**config.mk**
```make
export PLATFORM = sky130hd
export DESIGN_NAME = backward_lz_bitstream_decoder_top
export DESIGN_NICKNAME = d
export VERILOG_FILES = /design/src/rtl/core/blzd_pkg.sv /design/src/rtl/core/blzd_ram.sv /design/src/rtl/core/backward_lz_bitstream_decoder_top.sv
export SDC_FILE = /design/constraint.sdc
export NUM_CORES = 2
export LEC_CHECK = 0
export BUFFER_PORTS_ARGS = -buffer_cell sky130_fd_sc_hd__buf_2
export CORE_MARGIN = 3
export CORE_UTILIZATION = 52
export CTS_CLUSTER_DIAMETER = 150
export DETAILED_ROUTE_END_ITERATION = 16
export MAX_ROUTING_LAYER = met4
export PLACE_DENSITY = 0.7
export SYNTH_ARGS = -nofsm -noshare
export SYNTH_HDL_FRONTEND = slang
export SYNTH_HIERARCHICAL = 1
export SYNTH_SLANG_ARGS = --single-unit
```
**constraint.sdc**
```tcl
create_clock -name clock -period 13.95 [get_ports clock]
set_input_delay 2.0925 -clock clock [delete_from_list [all_inputs] [get_ports clock]]
set_output_delay 2.0925 -clock clock [all_outputs]
set_load 0.005 [all_outputs]
```
**src/rtl/core/blzd_pkg.sv**
```systemverilog
// ----------------------------------------------------------------------------
// blzd_pkg
// Types and constants shared by the backward lz bitstream decoder files.
// ----------------------------------------------------------------------------
package blzd_pkg;

   localparam int unsigned WORD_BITS   = 32;
   localparam int unsigned NUMBER_BITS = 24;
   localparam int unsigned STAGE_BITS  = 24;
   localparam int unsigned RUN_BITS    = 9;

   localparam logic [WORD_BITS-1:0] RESERVOIR_MARKER = 32'h8000_0000;

   localparam logic [3:0] SEL_FIELD_BITS  = 4'd2;
   localparam logic [3:0] LIT3_FIELD_BITS = 4'd3;
   localparam logic [3:0] LIT7_FIELD_BITS = 4'd7;
   localparam logic [3:0] BYTE_FIELD_BITS = 4'd8;

   localparam logic [RUN_BITS-1:0] PAIR_COPY_RUN  = 9'd2;
   localparam logic [RUN_BITS-1:0] SHORT_COPY_ADD = 9'd3;
   localparam logic [RUN_BITS-1:0] LONG_COPY_ADD  = 9'd5;
   localparam logic [RUN_BITS-1:0] SHORT_LIT_ADD  = 9'd1;
   localparam logic [RUN_BITS-1:0] LONG_LIT_ADD   = 9'd9;

   localparam logic [7:0] SEL_LONG_LITERAL = 8'd3;
   localparam logic [7:0] SEL_SHORT_LIMIT  = 8'd2;

   typedef enum logic {
      OP_WORD = 1'b0,
      OP_PULL = 1'b1
   } op_type;

   typedef enum logic [8:0] {
      PH_TOKEN   = 9'b000000001,
      PH_KIND    = 9'b000000010,
      PH_SEL2    = 9'b000000100,
      PH_LIT3    = 9'b000001000,
      PH_LIT7    = 9'b000010000,
      PH_LEN8    = 9'b000100000,
      PH_DIST    = 9'b001000000,
      PH_LITBYTE = 9'b010000000,
      PH_COPY    = 9'b100000000
   } phase_type;

   typedef enum logic [2:0] {
      CTL_IDLE = 3'b001,
      CTL_STEP = 3'b010,
      CTL_READ = 3'b100
   } ctl_type;

   typedef struct packed {
      logic                 op;
      logic [WORD_BITS-1:0] packed_word;
   } req_type;

   typedef struct packed {
      logic                   byte_valid;
      logic [7:0]             data_byte;
      logic [NUMBER_BITS-1:0] byte_number;
      logic                   need_word;
      logic                   finished;
   } rsp_type;

endpackage

```
**src/rtl/core/blzd_ram.sv**
```systemverilog
// ----------------------------------------------------------------------------
// blzd_ram
// Generic single write port, single read port ram with registered read.
// ----------------------------------------------------------------------------
module blzd_ram #(
   parameter int WIDTH = 8,
   parameter int DEPTH = 256
) (
   input  logic                     clock,
   input  logic                     wr_en,
   input  logic [$clog2(DEPTH)-1:0] wr_addr,
   input  logic [WIDTH-1:0]         wr_data,
   input  logic                     rd_en,
   input  logic [$clog2(DEPTH)-1:0] rd_addr,
   output logic [WIDTH-1:0]         rd_data
);

   logic [WIDTH-1:0] mem_ff [DEPTH];
   logic [WIDTH-1:0] rd_data_ff;

   always_ff @(posedge clock) begin
      if (wr_en) begin
         mem_ff[wr_addr] <= wr_data;
      end
      if (rd_en) begin
         rd_data_ff <= mem_ff[rd_addr];
      end
   end

   assign rd_data = rd_data_ff;

endmodule

```
**src/rtl/core/backward_lz_bitstream_decoder_top.sv**
```systemverilog
// ----------------------------------------------------------------------------
// backward_lz_bitstream_decoder_top
// Pull driven lz decoder over a backward packed bitstream with 256 byte history.
// ----------------------------------------------------------------------------
// usage
//   req channel: op 0 supplies a packed word (taken while idle, no result),
//   op 1 pulls the next byte and yields exactly one rsp item.
//   rsp channel: registered output; byte_valid marks a decoded byte, need_word
//   asks for another word, finished marks the end of the stream.
//   csr port: write stage_length at any time the block is idle.
// operation
//   after a pull is accepted the block takes bits from the reservoir one at
//   a time and makes each field decision as a step of its own; a copy byte
//   reads the history ram first and loads the result register after that.
//   one item is worked on at a time; req_stall is high while a pull runs.
// reset
//   synchronous; clears the reservoir, token state and counts. history
//   entries not yet written give zero to a copy, so no clear pass.
// stall
//   while rsp_stall holds a result, a pull that finishes waits for the
//   output register; word items are still taken.
// ----------------------------------------------------------------------------
module backward_lz_bitstream_decoder_top #(
   parameter int COUNT_BITS    = 24,
   parameter int HISTORY_DEPTH = 256
) (
   input  logic                                clock,
   input  logic                                reset,
   input  logic                                req_valid,
   output logic                                req_stall,
   input  blzd_pkg::req_type                   req_data,
   output logic                                rsp_valid,
   input  logic                                rsp_stall,
   output blzd_pkg::rsp_type                   rsp_data,
   input  logic                                csr_wr_en,
   input  logic [blzd_pkg::STAGE_BITS-1:0]     csr_wr_data
);

   localparam int AW   = $clog2(HISTORY_DEPTH);
   localparam int CMPW = (COUNT_BITS > blzd_pkg::STAGE_BITS) ? COUNT_BITS
                                                              : blzd_pkg::STAGE_BITS;
   localparam int NUMW = (COUNT_BITS > blzd_pkg::NUMBER_BITS) ? COUNT_BITS
                                                               : blzd_pkg::NUMBER_BITS;

   blzd_pkg::ctl_type   ctl_ff, ctl_in;
   blzd_pkg::phase_type phase_ff, phase_in;

   logic [blzd_pkg::STAGE_BITS-1:0] stage_ff, stage_in;
   logic [blzd_pkg::WORD_BITS-1:0]  reservoir_ff, reservoir_in;
   logic                            first_seen_ff, first_seen_in;
   logic                            staged_valid_ff, staged_valid_in;
   logic                            staged_bit_ff, staged_bit_in;
   logic [7:0]                      acc_ff, acc_in;
   logic [3:0]                      bits_left_ff, bits_left_in;
   logic [blzd_pkg::RUN_BITS-1:0]   run_ff, run_in;
   logic [7:0]                      dist_ff, dist_in;
   logic [COUNT_BITS-1:0]           count_ff, count_in;
   logic                            wrapped_ff, wrapped_in;
   logic                            done_ff, done_in;
   logic                            rsp_valid_ff, rsp_valid_in;
   blzd_pkg::rsp_type               rsp_data_ff, rsp_data_in;

   logic                          bit_avail;
   logic                          bit_val;
   logic                          take;
   logic                          emit;
   logic [7:0]                    emit_val;
   logic                          need;
   logic                          slot_free;
   logic                          is_field;
   logic                          copy_zero;
   logic [COUNT_BITS-1:0]         count_inc;
   logic                          wrap_next;
   logic [blzd_pkg::RUN_BITS-1:0] run_dec;
   logic                          done_next;
   logic [NUMW-1:0]               count_wide;
   logic [blzd_pkg::NUMBER_BITS-1:0] count_num;

   logic          ram_we;
   logic          ram_re;
   logic [AW-1:0] ram_wr_addr;
   logic [AW-1:0] ram_rd_addr;
   logic [7:0]    ram_rd_data;

   blzd_ram #(
      .WIDTH (8),
      .DEPTH (HISTORY_DEPTH)
   ) u_history (
      .clock   (clock),
      .wr_en   (ram_we),
      .wr_addr (ram_wr_addr),
      .wr_data (emit_val),
      .rd_en   (ram_re),
      .rd_addr (ram_rd_addr),
      .rd_data (ram_rd_data)
   );

   assign bit_avail = staged_valid_ff || (first_seen_ff && (|reservoir_ff[31:1]));
   assign bit_val   = staged_valid_ff ? staged_bit_ff : reservoir_ff[0];
   assign slot_free = !rsp_valid_ff || !rsp_stall;
   assign is_field  = (phase_ff inside {blzd_pkg::PH_SEL2, blzd_pkg::PH_LIT3,
                                        blzd_pkg::PH_LIT7, blzd_pkg::PH_LEN8,
                                        blzd_pkg::PH_DIST, blzd_pkg::PH_LITBYTE});
   assign copy_zero = (dist_ff == 8'd0) ||
                      (!wrapped_ff && (COUNT_BITS'(dist_ff) > count_ff));
   assign count_inc = count_ff + COUNT_BITS'(1);
   assign wrap_next = wrapped_ff || (count_inc == '0);
   assign run_dec   = (run_ff != '0) ? (run_ff - blzd_pkg::RUN_BITS'(1)) : run_ff;
   assign done_next = wrap_next || (CMPW'(count_inc) >= CMPW'(stage_ff));
   assign count_wide = NUMW'(count_ff);
   assign count_num  = count_wide[blzd_pkg::NUMBER_BITS-1:0];
   assign ram_wr_addr = count_ff[AW-1:0];
   assign ram_rd_addr = count_ff[AW-1:0] - AW'(dist_ff);

   always_comb begin
      ctl_in          = ctl_ff;
      phase_in        = phase_ff;
      stage_in        = stage_ff;
      reservoir_in    = reservoir_ff;
      first_seen_in   = first_seen_ff;
      staged_valid_in = staged_valid_ff;
      staged_bit_in   = staged_bit_ff;
      acc_in          = acc_ff;
      bits_left_in    = bits_left_ff;
      run_in          = run_ff;
      dist_in         = dist_ff;
      count_in        = count_ff;
      wrapped_in      = wrapped_ff;
      done_in         = done_ff;
      rsp_valid_in    = rsp_valid_ff && rsp_stall;
      rsp_data_in     = rsp_data_ff;
      take            = 1'b0;
      emit            = 1'b0;
      emit_val        = acc_ff;
      need            = 1'b0;
      ram_we          = 1'b0;
      ram_re          = 1'b0;

      if (csr_wr_en) begin
         stage_in = csr_wr_data;
      end

      case (ctl_ff)
         blzd_pkg::CTL_IDLE: begin
            if (req_valid) begin
               if (req_data.op == blzd_pkg::OP_PULL) begin
                  ctl_in = blzd_pkg::CTL_STEP;
               end else if (!first_seen_ff) begin
                  reservoir_in  = req_data.packed_word;
                  first_seen_in = 1'b1;
               end else if (!staged_valid_ff && !(|reservoir_ff[31:1])) begin
                  staged_bit_in   = req_data.packed_word[0];
                  staged_valid_in = 1'b1;
                  reservoir_in    = (req_data.packed_word >> 1) | blzd_pkg::RESERVOIR_MARKER;
               end
            end
         end
         blzd_pkg::CTL_STEP: begin
            if (done_ff) begin
               if (slot_free) begin
                  rsp_valid_in = 1'b1;
                  rsp_data_in  = '{byte_valid: 1'b0, data_byte: 8'd0,
                                   byte_number: count_num, need_word: 1'b0,
                                   finished: 1'b1};
                  ctl_in       = blzd_pkg::CTL_IDLE;
               end
            end else if (is_field && (bits_left_ff != 4'd0)) begin
               if (bit_avail) begin
                  take         = 1'b1;
                  acc_in       = {acc_ff[6:0], bit_val};
                  bits_left_in = bits_left_ff - 4'd1;
               end else begin
                  need = 1'b1;
               end
            end else begin
               case (phase_ff)
                  blzd_pkg::PH_TOKEN: begin
                     if (bit_avail) begin
                        take = 1'b1;
                        if (bit_val) begin
                           phase_in     = blzd_pkg::PH_SEL2;
                           acc_in       = 8'd0;
                           bits_left_in = blzd_pkg::SEL_FIELD_BITS;
                        end else begin
                           phase_in = blzd_pkg::PH_KIND;
                        end
                     end else begin
                        need = 1'b1;
                     end
                  end
                  blzd_pkg::PH_KIND: begin
                     if (bit_avail) begin
                        take   = 1'b1;
                        acc_in = 8'd0;
                        if (bit_val) begin
                           run_in       = blzd_pkg::PAIR_COPY_RUN;
                           phase_in     = blzd_pkg::PH_DIST;
                           bits_left_in = blzd_pkg::BYTE_FIELD_BITS;
                        end else begin
                           phase_in     = blzd_pkg::PH_LIT3;
                           bits_left_in = blzd_pkg::LIT3_FIELD_BITS;
                        end
                     end else begin
                        need = 1'b1;
                     end
                  end
                  blzd_pkg::PH_SEL2: begin
                     acc_in = 8'd0;
                     if (acc_ff < blzd_pkg::SEL_SHORT_LIMIT) begin
                        run_in       = blzd_pkg::RUN_BITS'(acc_ff) + blzd_pkg::SHORT_COPY_ADD;
                        phase_in     = blzd_pkg::PH_DIST;
                        bits_left_in = blzd_pkg::BYTE_FIELD_BITS;
                     end else if (acc_ff == blzd_pkg::SEL_LONG_LITERAL) begin
                        phase_in     = blzd_pkg::PH_LIT7;
                        bits_left_in = blzd_pkg::LIT7_FIELD_BITS;
                     end else begin
                        phase_in     = blzd_pkg::PH_LEN8;
                        bits_left_in = blzd_pkg::BYTE_FIELD_BITS;
                     end
                  end
                  blzd_pkg::PH_LIT3: begin
                     run_in       = blzd_pkg::RUN_BITS'(acc_ff) + blzd_pkg::SHORT_LIT_ADD;
                     acc_in       = 8'd0;
                     phase_in     = blzd_pkg::PH_LITBYTE;
                     bits_left_in = blzd_pkg::BYTE_FIELD_BITS;
                  end
                  blzd_pkg::PH_LIT7: begin
                     run_in       = blzd_pkg::RUN_BITS'(acc_ff) + blzd_pkg::LONG_LIT_ADD;
                     acc_in       = 8'd0;
                     phase_in     = blzd_pkg::PH_LITBYTE;
                     bits_left_in = blzd_pkg::BYTE_FIELD_BITS;
                  end
                  blzd_pkg::PH_LEN8: begin
                     run_in       = blzd_pkg::RUN_BITS'(acc_ff) + blzd_pkg::LONG_COPY_ADD;
                     acc_in       = 8'd0;
                     phase_in     = blzd_pkg::PH_DIST;
                     bits_left_in = blzd_pkg::BYTE_FIELD_BITS;
                  end
                  blzd_pkg::PH_DIST: begin
                     dist_in  = acc_ff;
                     phase_in = blzd_pkg::PH_COPY;
                  end
                  blzd_pkg::PH_LITBYTE: begin
                     if (slot_free) begin
                        emit     = 1'b1;
                        emit_val = acc_ff;
                     end
                  end
                  blzd_pkg::PH_COPY: begin
                     ram_re = 1'b1;
                     ctl_in = blzd_pkg::CTL_READ;
                  end
                  default: begin
                     phase_in = blzd_pkg::PH_TOKEN;
                  end
               endcase
            end
         end
         blzd_pkg::CTL_READ: begin
            if (slot_free) begin
               emit     = 1'b1;
               emit_val = copy_zero ? 8'd0 : ram_rd_data;
            end
         end
         default: begin
            ctl_in = blzd_pkg::CTL_IDLE;
         end
      endcase

      if (take) begin
         if (staged_valid_ff) begin
            staged_valid_in = 1'b0;
         end else begin
            reservoir_in = reservoir_ff >> 1;
         end
      end

      if (need && slot_free) begin
         rsp_valid_in = 1'b1;
         rsp_data_in  = '{byte_valid: 1'b0, data_byte: 8'd0,
                          byte_number: count_num, need_word: 1'b1,
                          finished: 1'b0};
         ctl_in       = blzd_pkg::CTL_IDLE;
      end

      if (emit) begin
         ram_we     = 1'b1;
         count_in   = count_inc;
         wrapped_in = wrap_next;
         run_in     = run_dec;
         if (run_dec == '0) begin
            done_in  = done_next;
            phase_in = blzd_pkg::PH_TOKEN;
         end else if (phase_ff == blzd_pkg::PH_LITBYTE) begin
            acc_in       = 8'd0;
            bits_left_in = blzd_pkg::BYTE_FIELD_BITS;
         end
         rsp_valid_in = 1'b1;
         rsp_data_in  = '{byte_valid: 1'b1, data_byte: emit_val,
                          byte_number: count_num, need_word: 1'b0,
                          finished: (run_dec == '0) ? done_next : done_ff};
         ctl_in       = blzd_pkg::CTL_IDLE;
      end
   end

   always_ff @(posedge clock) begin
      if (reset) begin
         ctl_ff          <= blzd_pkg::CTL_IDLE;
         phase_ff        <= blzd_pkg::PH_TOKEN;
         stage_ff        <= blzd_pkg::STAGE_BITS'(1);
         reservoir_ff    <= '0;
         first_seen_ff   <= 1'b0;
         staged_valid_ff <= 1'b0;
         staged_bit_ff   <= 1'b0;
         acc_ff          <= 8'd0;
         bits_left_ff    <= 4'd0;
         run_ff          <= '0;
         dist_ff         <= 8'd0;
         count_ff        <= '0;
         wrapped_ff      <= 1'b0;
         done_ff         <= 1'b0;
         rsp_valid_ff    <= 1'b0;
      end else begin
         ctl_ff          <= ctl_in;
         phase_ff        <= phase_in;
         stage_ff        <= stage_in;
         reservoir_ff    <= reservoir_in;
         first_seen_ff   <= first_seen_in;
         staged_valid_ff <= staged_valid_in;
         staged_bit_ff   <= staged_bit_in;
         acc_ff          <= acc_in;
         bits_left_ff    <= bits_left_in;
         run_ff          <= run_in;
         dist_ff         <= dist_in;
         count_ff        <= count_in;
         wrapped_ff      <= wrapped_in;
         done_ff         <= done_in;
         rsp_valid_ff    <= rsp_valid_in;
      end
   end

   always_ff @(posedge clock) begin
      rsp_data_ff <= rsp_data_in;
   end

   assign req_stall = (ctl_ff != blzd_pkg::CTL_IDLE);
   assign rsp_valid = rsp_valid_ff;
   assign rsp_data  = rsp_data_ff;

endmodule

```
## Word level (Yosys, flattened, before mapping)

Memory sizes are Yosys's and may differ from the RTL's. A register that Yosys moved wholly into a read port is not among the register bits.
Index checks and enable logic that the tools add are counted.

| storage, ports and cells | value |
|---|---|
| register bits after elaboration | 162 |
| latch bits | 0 |
| RAM bits | 2,048 |
| memory bits (read-only) | 0 |
| input port bits | 62 |
| memories | 1 |

Memory list:

| memory | words | bits a word | read ports | clocked after Yosys merged registers in | wr ports | line | RTL |
|---|---|---|---|---|---|---|---|
| u_history.mem_ff | 256 | 8 | 1 | 1 | 1 | blzd_ram.sv:18 | `logic [WIDTH-1:0] mem_ff [DEPTH];` |

| operators by class | value |
|---|---|
| add/sub/neg operators | 8 |
| multipliers | 0 |
| div/mod/pow operators | 0 |
| $lt $le $gt $ge | 3 |
| eq/ne operators | 24 |
| shifts and indexed selects | 0 |
| mux-type cells | 104 |
| bitwise gates (word level) | 4 |
| reduce and logical (&&, ||, !) cells | 44 |

Operators by type and width:

| cell | count |
|---|---|
| two-way mux 32 bit | 7 |
| two-way mux 35 bit | 4 |
| two-way mux 9 bit | 15 |
| two-way mux 8 bit | 13 |
| one-hot mux 9 bit (7 select lines) | 1 |
| two-way mux 4 bit | 13 |
| one-hot mux 9 bit (5 select lines) | 1 |
| two-way mux 1 bit | 35 |
| two-way mux 34 bit | 1 |
| OR reduction 31 bit | 1 |
| adder 24 x 1 -> 24 bit (second input constant) | 1 |
| greater-or-equal comparator 24 bit | 1 |
| > comparator 8 x 24 -> 1 bit | 1 |
| zero test 24 bit | 1 |
| one-hot mux 8 bit (3 select lines) | 1 |
| two-way mux 3 bit | 7 |
| one-hot mux 4 bit (4 select lines) | 1 |
| two-way mux 7 bit | 2 |
| != test 3 bit (second input constant) | 4 |
| nonzero test 6 bit | 2 |
| adder 8 x 1 -> 9 bit (second input constant) | 1 |
| adder 8 x 2 -> 9 bit (second input constant) | 1 |
| adder 8 x 3 -> 9 bit (second input constant) | 1 |
| adder 8 x 4 -> 9 bit (second input constant) | 1 |
| other kinds (42) | 71 |

## Logic depth before layout (Yosys ltp)

| logic depth | value |
|---|---|
| depth in word-level cells | 11 |
| gate-level depth with buffers | 18 |
| depth with buffers taken out | 16 |

## Cells and area by module

Netlist, hierarchy kept.

By module, submodules not included:

| module | times used | cells an instance | area each (um2) |
|---|---|---|---|
| blzd_ram | 1 | 3,733 | 79,636.4 |
| backward_lz_bitstream_decoder_top | 1 | 1,155 | 9,684.3 |

## Least setup slack after synthesis

No wires, ideal clock.

| timing path | value |
|---|---|
| path type | input port to flip-flop |
| start | in rsp_stall |
| end | mem u_history.mem_ff[0][6], data pin |
| library setup time | 2,188 ps |
| arrival time | 12,751 ps |
| data required time | 11,762 ps |
| setup slack | -989 ps |
| stages | 5 |
| path buffers | 0 |
| path through | nand2_1 > nand2b_1 > a21oi_1 > nand2_1 > o21ai_0 |

| on the way | value |
|---|---|
| longest elaborated chain between the ends | 4 |

RTL lines:

| element | line | RTL |
|---|---|---|
| from (decl) | backward_lz_bitstream_decoder_top.sv:33 | `input logic rsp_stall,` |
| zero test 1 bit | backward_lz_bitstream_decoder_top.sv:100 | `assign slot_free = !rsp_valid_ff \|\| !rsp_stall;` |
| logical OR 1 bit | backward_lz_bitstream_decoder_top.sv:100 |  |
| two-way mux 8 bit | backward_lz_bitstream_decoder_top.sv:260 | `if (slot_free) begin` |
| two-way mux 8 bit | -- |  |
| named net emit_val[6] | backward_lz_bitstream_decoder_top.sv:67 | `logic [7:0] emit_val;` |
| to (decl) | blzd_ram.sv:18 |  |

The timed path passes the listed nets, and every way through them passes these cells.

## Worst setup path after layout

| timing path | value |
|---|---|
| start | reg count_ff[0] |
| end | reg u_history.rd_data_ff[5] (netlist: u_history/rd_data[5]) (read register of u_history.mem_ff), data pin |

| on the way | value |
|---|---|
| longest elaborated chain between the ends | 1 |

RTL lines:

| element | line | RTL |
|---|---|---|
| from (decl) | backward_lz_bitstream_decoder_top.sv:57 | `logic [COUNT_BITS-1:0] count_ff, count_in;` |
| from (signal assigned) | backward_lz_bitstream_decoder_top.sv:335 | `count_ff <= count_in;` |
| subtractor 8 bit | backward_lz_bitstream_decoder_top.sv:113 | `assign ram_rd_addr = count_ff[AW-1:0] - AW'(dist_ff);` |
| named net ram_rd_addr[2] | backward_lz_bitstream_decoder_top.sv:82 | `logic [AW-1:0] ram_rd_addr;` |
| to (decl) | blzd_ram.sv:19 | `logic [WIDTH-1:0] rd_data_ff;` |

The timed path passes the listed nets, and every way through them passes these cells.
A chain may end at the register's enable or synchronous reset.

==> flow_summary.yaml <==
run_status:
  outcome: "finished clean"
clocking:
  cts_resized: 0
  h-tree-depth: 4
  cts_tree: "done"
  hold_buffers: 0
  cts_setup_buffers: 0
  clock_sinks: 2218
  root_buffer: "clkbuf_16"
  cts_buffer_depth: 3
  worstSkewPairLatency_ns: 0.85
  numCtsBuffers: 216
  clk_pin_slew_ns: 0.06
finish:
  n_fill_cell: 12300
  drive_gt1_share_pct: 19.49
  area.growth.synth_to_final_pct: 10.29
  layout.nets: 5089
floorplan:
  die_x_um: 420.5
  initial_utilization_pct: 52.53
  dieArea_um2: 176800
  core_um2: 170000
  die_h_um: 420.5
  pin_count: 99
  rows: 151
setup_path:
  cp.arrival_ns: 6.69
  r2r_slack_ns: 7.82
  end_kind: "register"
  timing.rr.start: "count_ff[0]$_SDFFE_PP0P_"
  rr_endpoint: "u_history/rd_data[5]$_DFFE_PP_"
  crit_start: "count_ff[0]$_SDFFE_PP0P_"
  crit_end: "u_history/rd_data[5]$_DFFE_PP_"
  cp.required_ns: 14.50
  critPathKind: "reg2reg"
  startpoint_type: "register"
  critical_path.max_fanout: 44
  rr_worst_depth: 12
yosys:
  synth_nets: 4997
  synth_most_common_cell: "edfxtp_1"
  ys_types: 96
  synth-seq-cells: 2218
  synth.area.top_cells: "edfxtp_1 (70%), mux4_2 (11%), dfxtp_1 (2.9%)"
  async_flop_share_pct: 0
  syn_inst: 4888
  syn-cell-area_um2: 89320
  ys_seq_area_share_pct: 73.12
  synth_flop_cell: "edfxtp_1"
  synth_common_cells: "edfxtp_1 (2,089), mux4_2 (454), nor2_1 (400)"
  synth-edff-count: 2089
  synth_top_area_cell: "edfxtp_1"
  synth.top_cell.area_share_pct: 70.23
  yosys_warnings: 6
  avgSynthCellArea_um2: 18.27
grt:
  grt_max_degree: 229
  grt_first_pass_wirelength_um: 318100
  grt-ovfl-total: 0
  antenna_found_initial: 3
  grt_pass1_vias: 46510
  grt_usage_pct: 25.31
power:
  p_seq_share_pct: 56.1
  p_sw_mw: 2.491
  p_leak_nw: 25.33
  peakVddDrop_uv: 131.7
  p_clk_share_pct: 43.3
  p_sw_share_pct: 19.42
  combinationalPowerShare_pct: 0.6
  p_int_mw: 10.34
  power_density_nw_per_um2: 130.2
sta:
  clock_skew_ns: 0.02986
  post-route-min-period_ns: 6.131
  setup_tns_ns: 0
  maxSlewHeadroom_pct: 9.057
  finalCritPeriodShare_pct: 43.95
  setup_viol: 0
  slew_viol_final: 0
  setup_slack_ns: 7.819
  fmaxAchievable_mhz: 163.1
  worstMarginPinSlew_ns: 1.352
  rsz0062_at_grt: "no"
  finalHoldViolCount: 0
route:
  via_count: 47710
  wire_per_inst_um: 29.23
  vias_per_cell: 6.467
  drtPass1Iterations: 5
  drc: 0
  ant_nets: 0
  drt_iter0_markers: 6467
  routed_wl_um: 215600
min_path:
  hold_path_class: "reg2reg"
placed_design:
  portBuffers: 98
  hpwlAfterDp_um: 130500
  gp_congestion: 0.9132
  preCtsSetupSlack_ns: 7.889
job:
  timing.max_cap.violations: 0
==> layer usage <==
layer  track usage [%]  vias up  routed length (um)
met3             5.175      401               22070
met5                 -        -                   0
met2             37.63     2550              100300
met1             35.68    24660               86190
li1                  -    20090                   -
met4             7.840        0                7039
==> logic make-up after synthesis <==
group	share of synthesized area [%]
AND/OR/NAND/NOR	4.722
flip-flops	73.12
buffers and inverters	2.281
multiplexers	13.45
adder cells (fa/ha/maj)	0.6752
XOR/XNOR	0.5295
AO/OA/AOI/OAI	5.224
==> critical path: stages (launching register included) <==
cell and delay [ns]:
dfxtp_1 0.69, inv_1 0.15, ha_1 0.25, fa_1 0.43, xnor2_2 0.64, buf_4 0.32, buf_4 0.58, nor2_4 0.37
a22o_1 0.32, a221oi_1 0.73, o32ai_1 0.25, nor3_1 0.77, nor4_1 0.17
==> power groups by stage <==
stage,combinational [mW],sequential (mW),clock [mW]
floorplan,0.0584,7.33,0
global placement,0.0816,7.33,0
detailed placement,0.0826,7.33,0
CTS,0.0831,7.19,5.64
global route,0.0933,7.19,5.92
finish,0.0829,7.19,5.55
==> stage by stage <==
step	util [%]	hold WS [ns]	cell area [um2]	cells	total power, mW
floorplan	-	0.4029	89320	4888	7.387
global placement	53.97	0.4570	91770	6980	7.415
detailed placement	53.97	0.4645	91770	6980	7.416
CTS	57.93	0.4728	98500	7374	12.92
global route	57.93	0.4911	98500	7375	13.20
finish	57.93	0.4740	98510	7377	12.83
==> cell type report <==
class / instances / area (um2) / share of cell area, %
Multi-Input combinational cell: 2301 / 22210 / 22.54
Tap cell: 2218 / 2775 / 2.817
Sequential cell: 2218 / 65310 / 66.30
Clock inverter: 125 / 1064 / 1.080
Clock buffer: 269 / 5667 / 5.752
Antenna cell: 3 / 7.507 / 0.007621
Timing Repair Buffer: 181 / 1229 / 1.247
Inverter: 62 / 247.7 / 0.2515
==> worst min path at each step <==
stage | from | endpoint | slack [ns] | depth (start not counted)
2_1_floorplan | count_ff[15]$_SDFFE_PP0P_ | rsp_data[17]$_DFFE_PP_ | 0.40 | 0
3_3_place_gp | reservoir_ff[23]$_SDFF_PP0_ | reservoir_ff[22]$_SDFF_PP0_ | 0.46 | 2
3_5_place_dp | reservoir_ff[23]$_SDFF_PP0_ | reservoir_ff[22]$_SDFF_PP0_ | 0.46 | 2
4_1_cts | reservoir_ff[19]$_SDFF_PP0_ | reservoir_ff[18]$_SDFF_PP0_ | 0.47 | 2
5_1_grt | reservoir_ff[23]$_SDFF_PP0_ | reservoir_ff[22]$_SDFF_PP0_ | 0.49 | 2
6_report | reservoir_ff[23]$_SDFF_PP0_ | reservoir_ff[22]$_SDFF_PP0_ | 0.47 | 2
==> layout by cell type, fill, tap and decap left out, types with 13 or more instances in the layout <==
cell	instances
mux4_2	454
bufinv_16	13
inv_1	58
buf_4	75
nor3_1	53
edfxtp_1	2089
xnor2_1	31
a22o_1	16
a21oi_1	194
clkinv_1	56
o22ai_1	58
ha_1	45
o21ai_0	50
clkbuf_16	218
nand2b_1	16
dfxtp_1	129
o221ai_1	65
clkinv_2	29
nand4_1	23
nand2_1	148
a211oi_1	36
buf_2	97
o211ai_1	16
or2_2	13
a22oi_1	137
nor2b_1	37
clkbuf_1	49
a221oi_1	14
mux2i_1	171
nand3_1	63
a21o_1	13
nor4_1	43
xor2_1	18
nor2_1	395
==> state kept, by name (all words and copies together), names as in the netlist <==
signal             flops
u_history/mem_ff    2048
run_ff                 9
acc_ff                 8
first_seen_ff          1
phase_ff               9
done_ff                1
staged_valid_ff        1
bits_left_ff           4
rsp_valid              1
u_history/rd_data      8
rsp_data              35
dist_ff                8
stage_ff              24
staged_bit_ff          1
wrapped_ff             1
count_ff              24
ctl_ff                 3
reservoir_ff          32
Power figures use the tool's default switching activity.
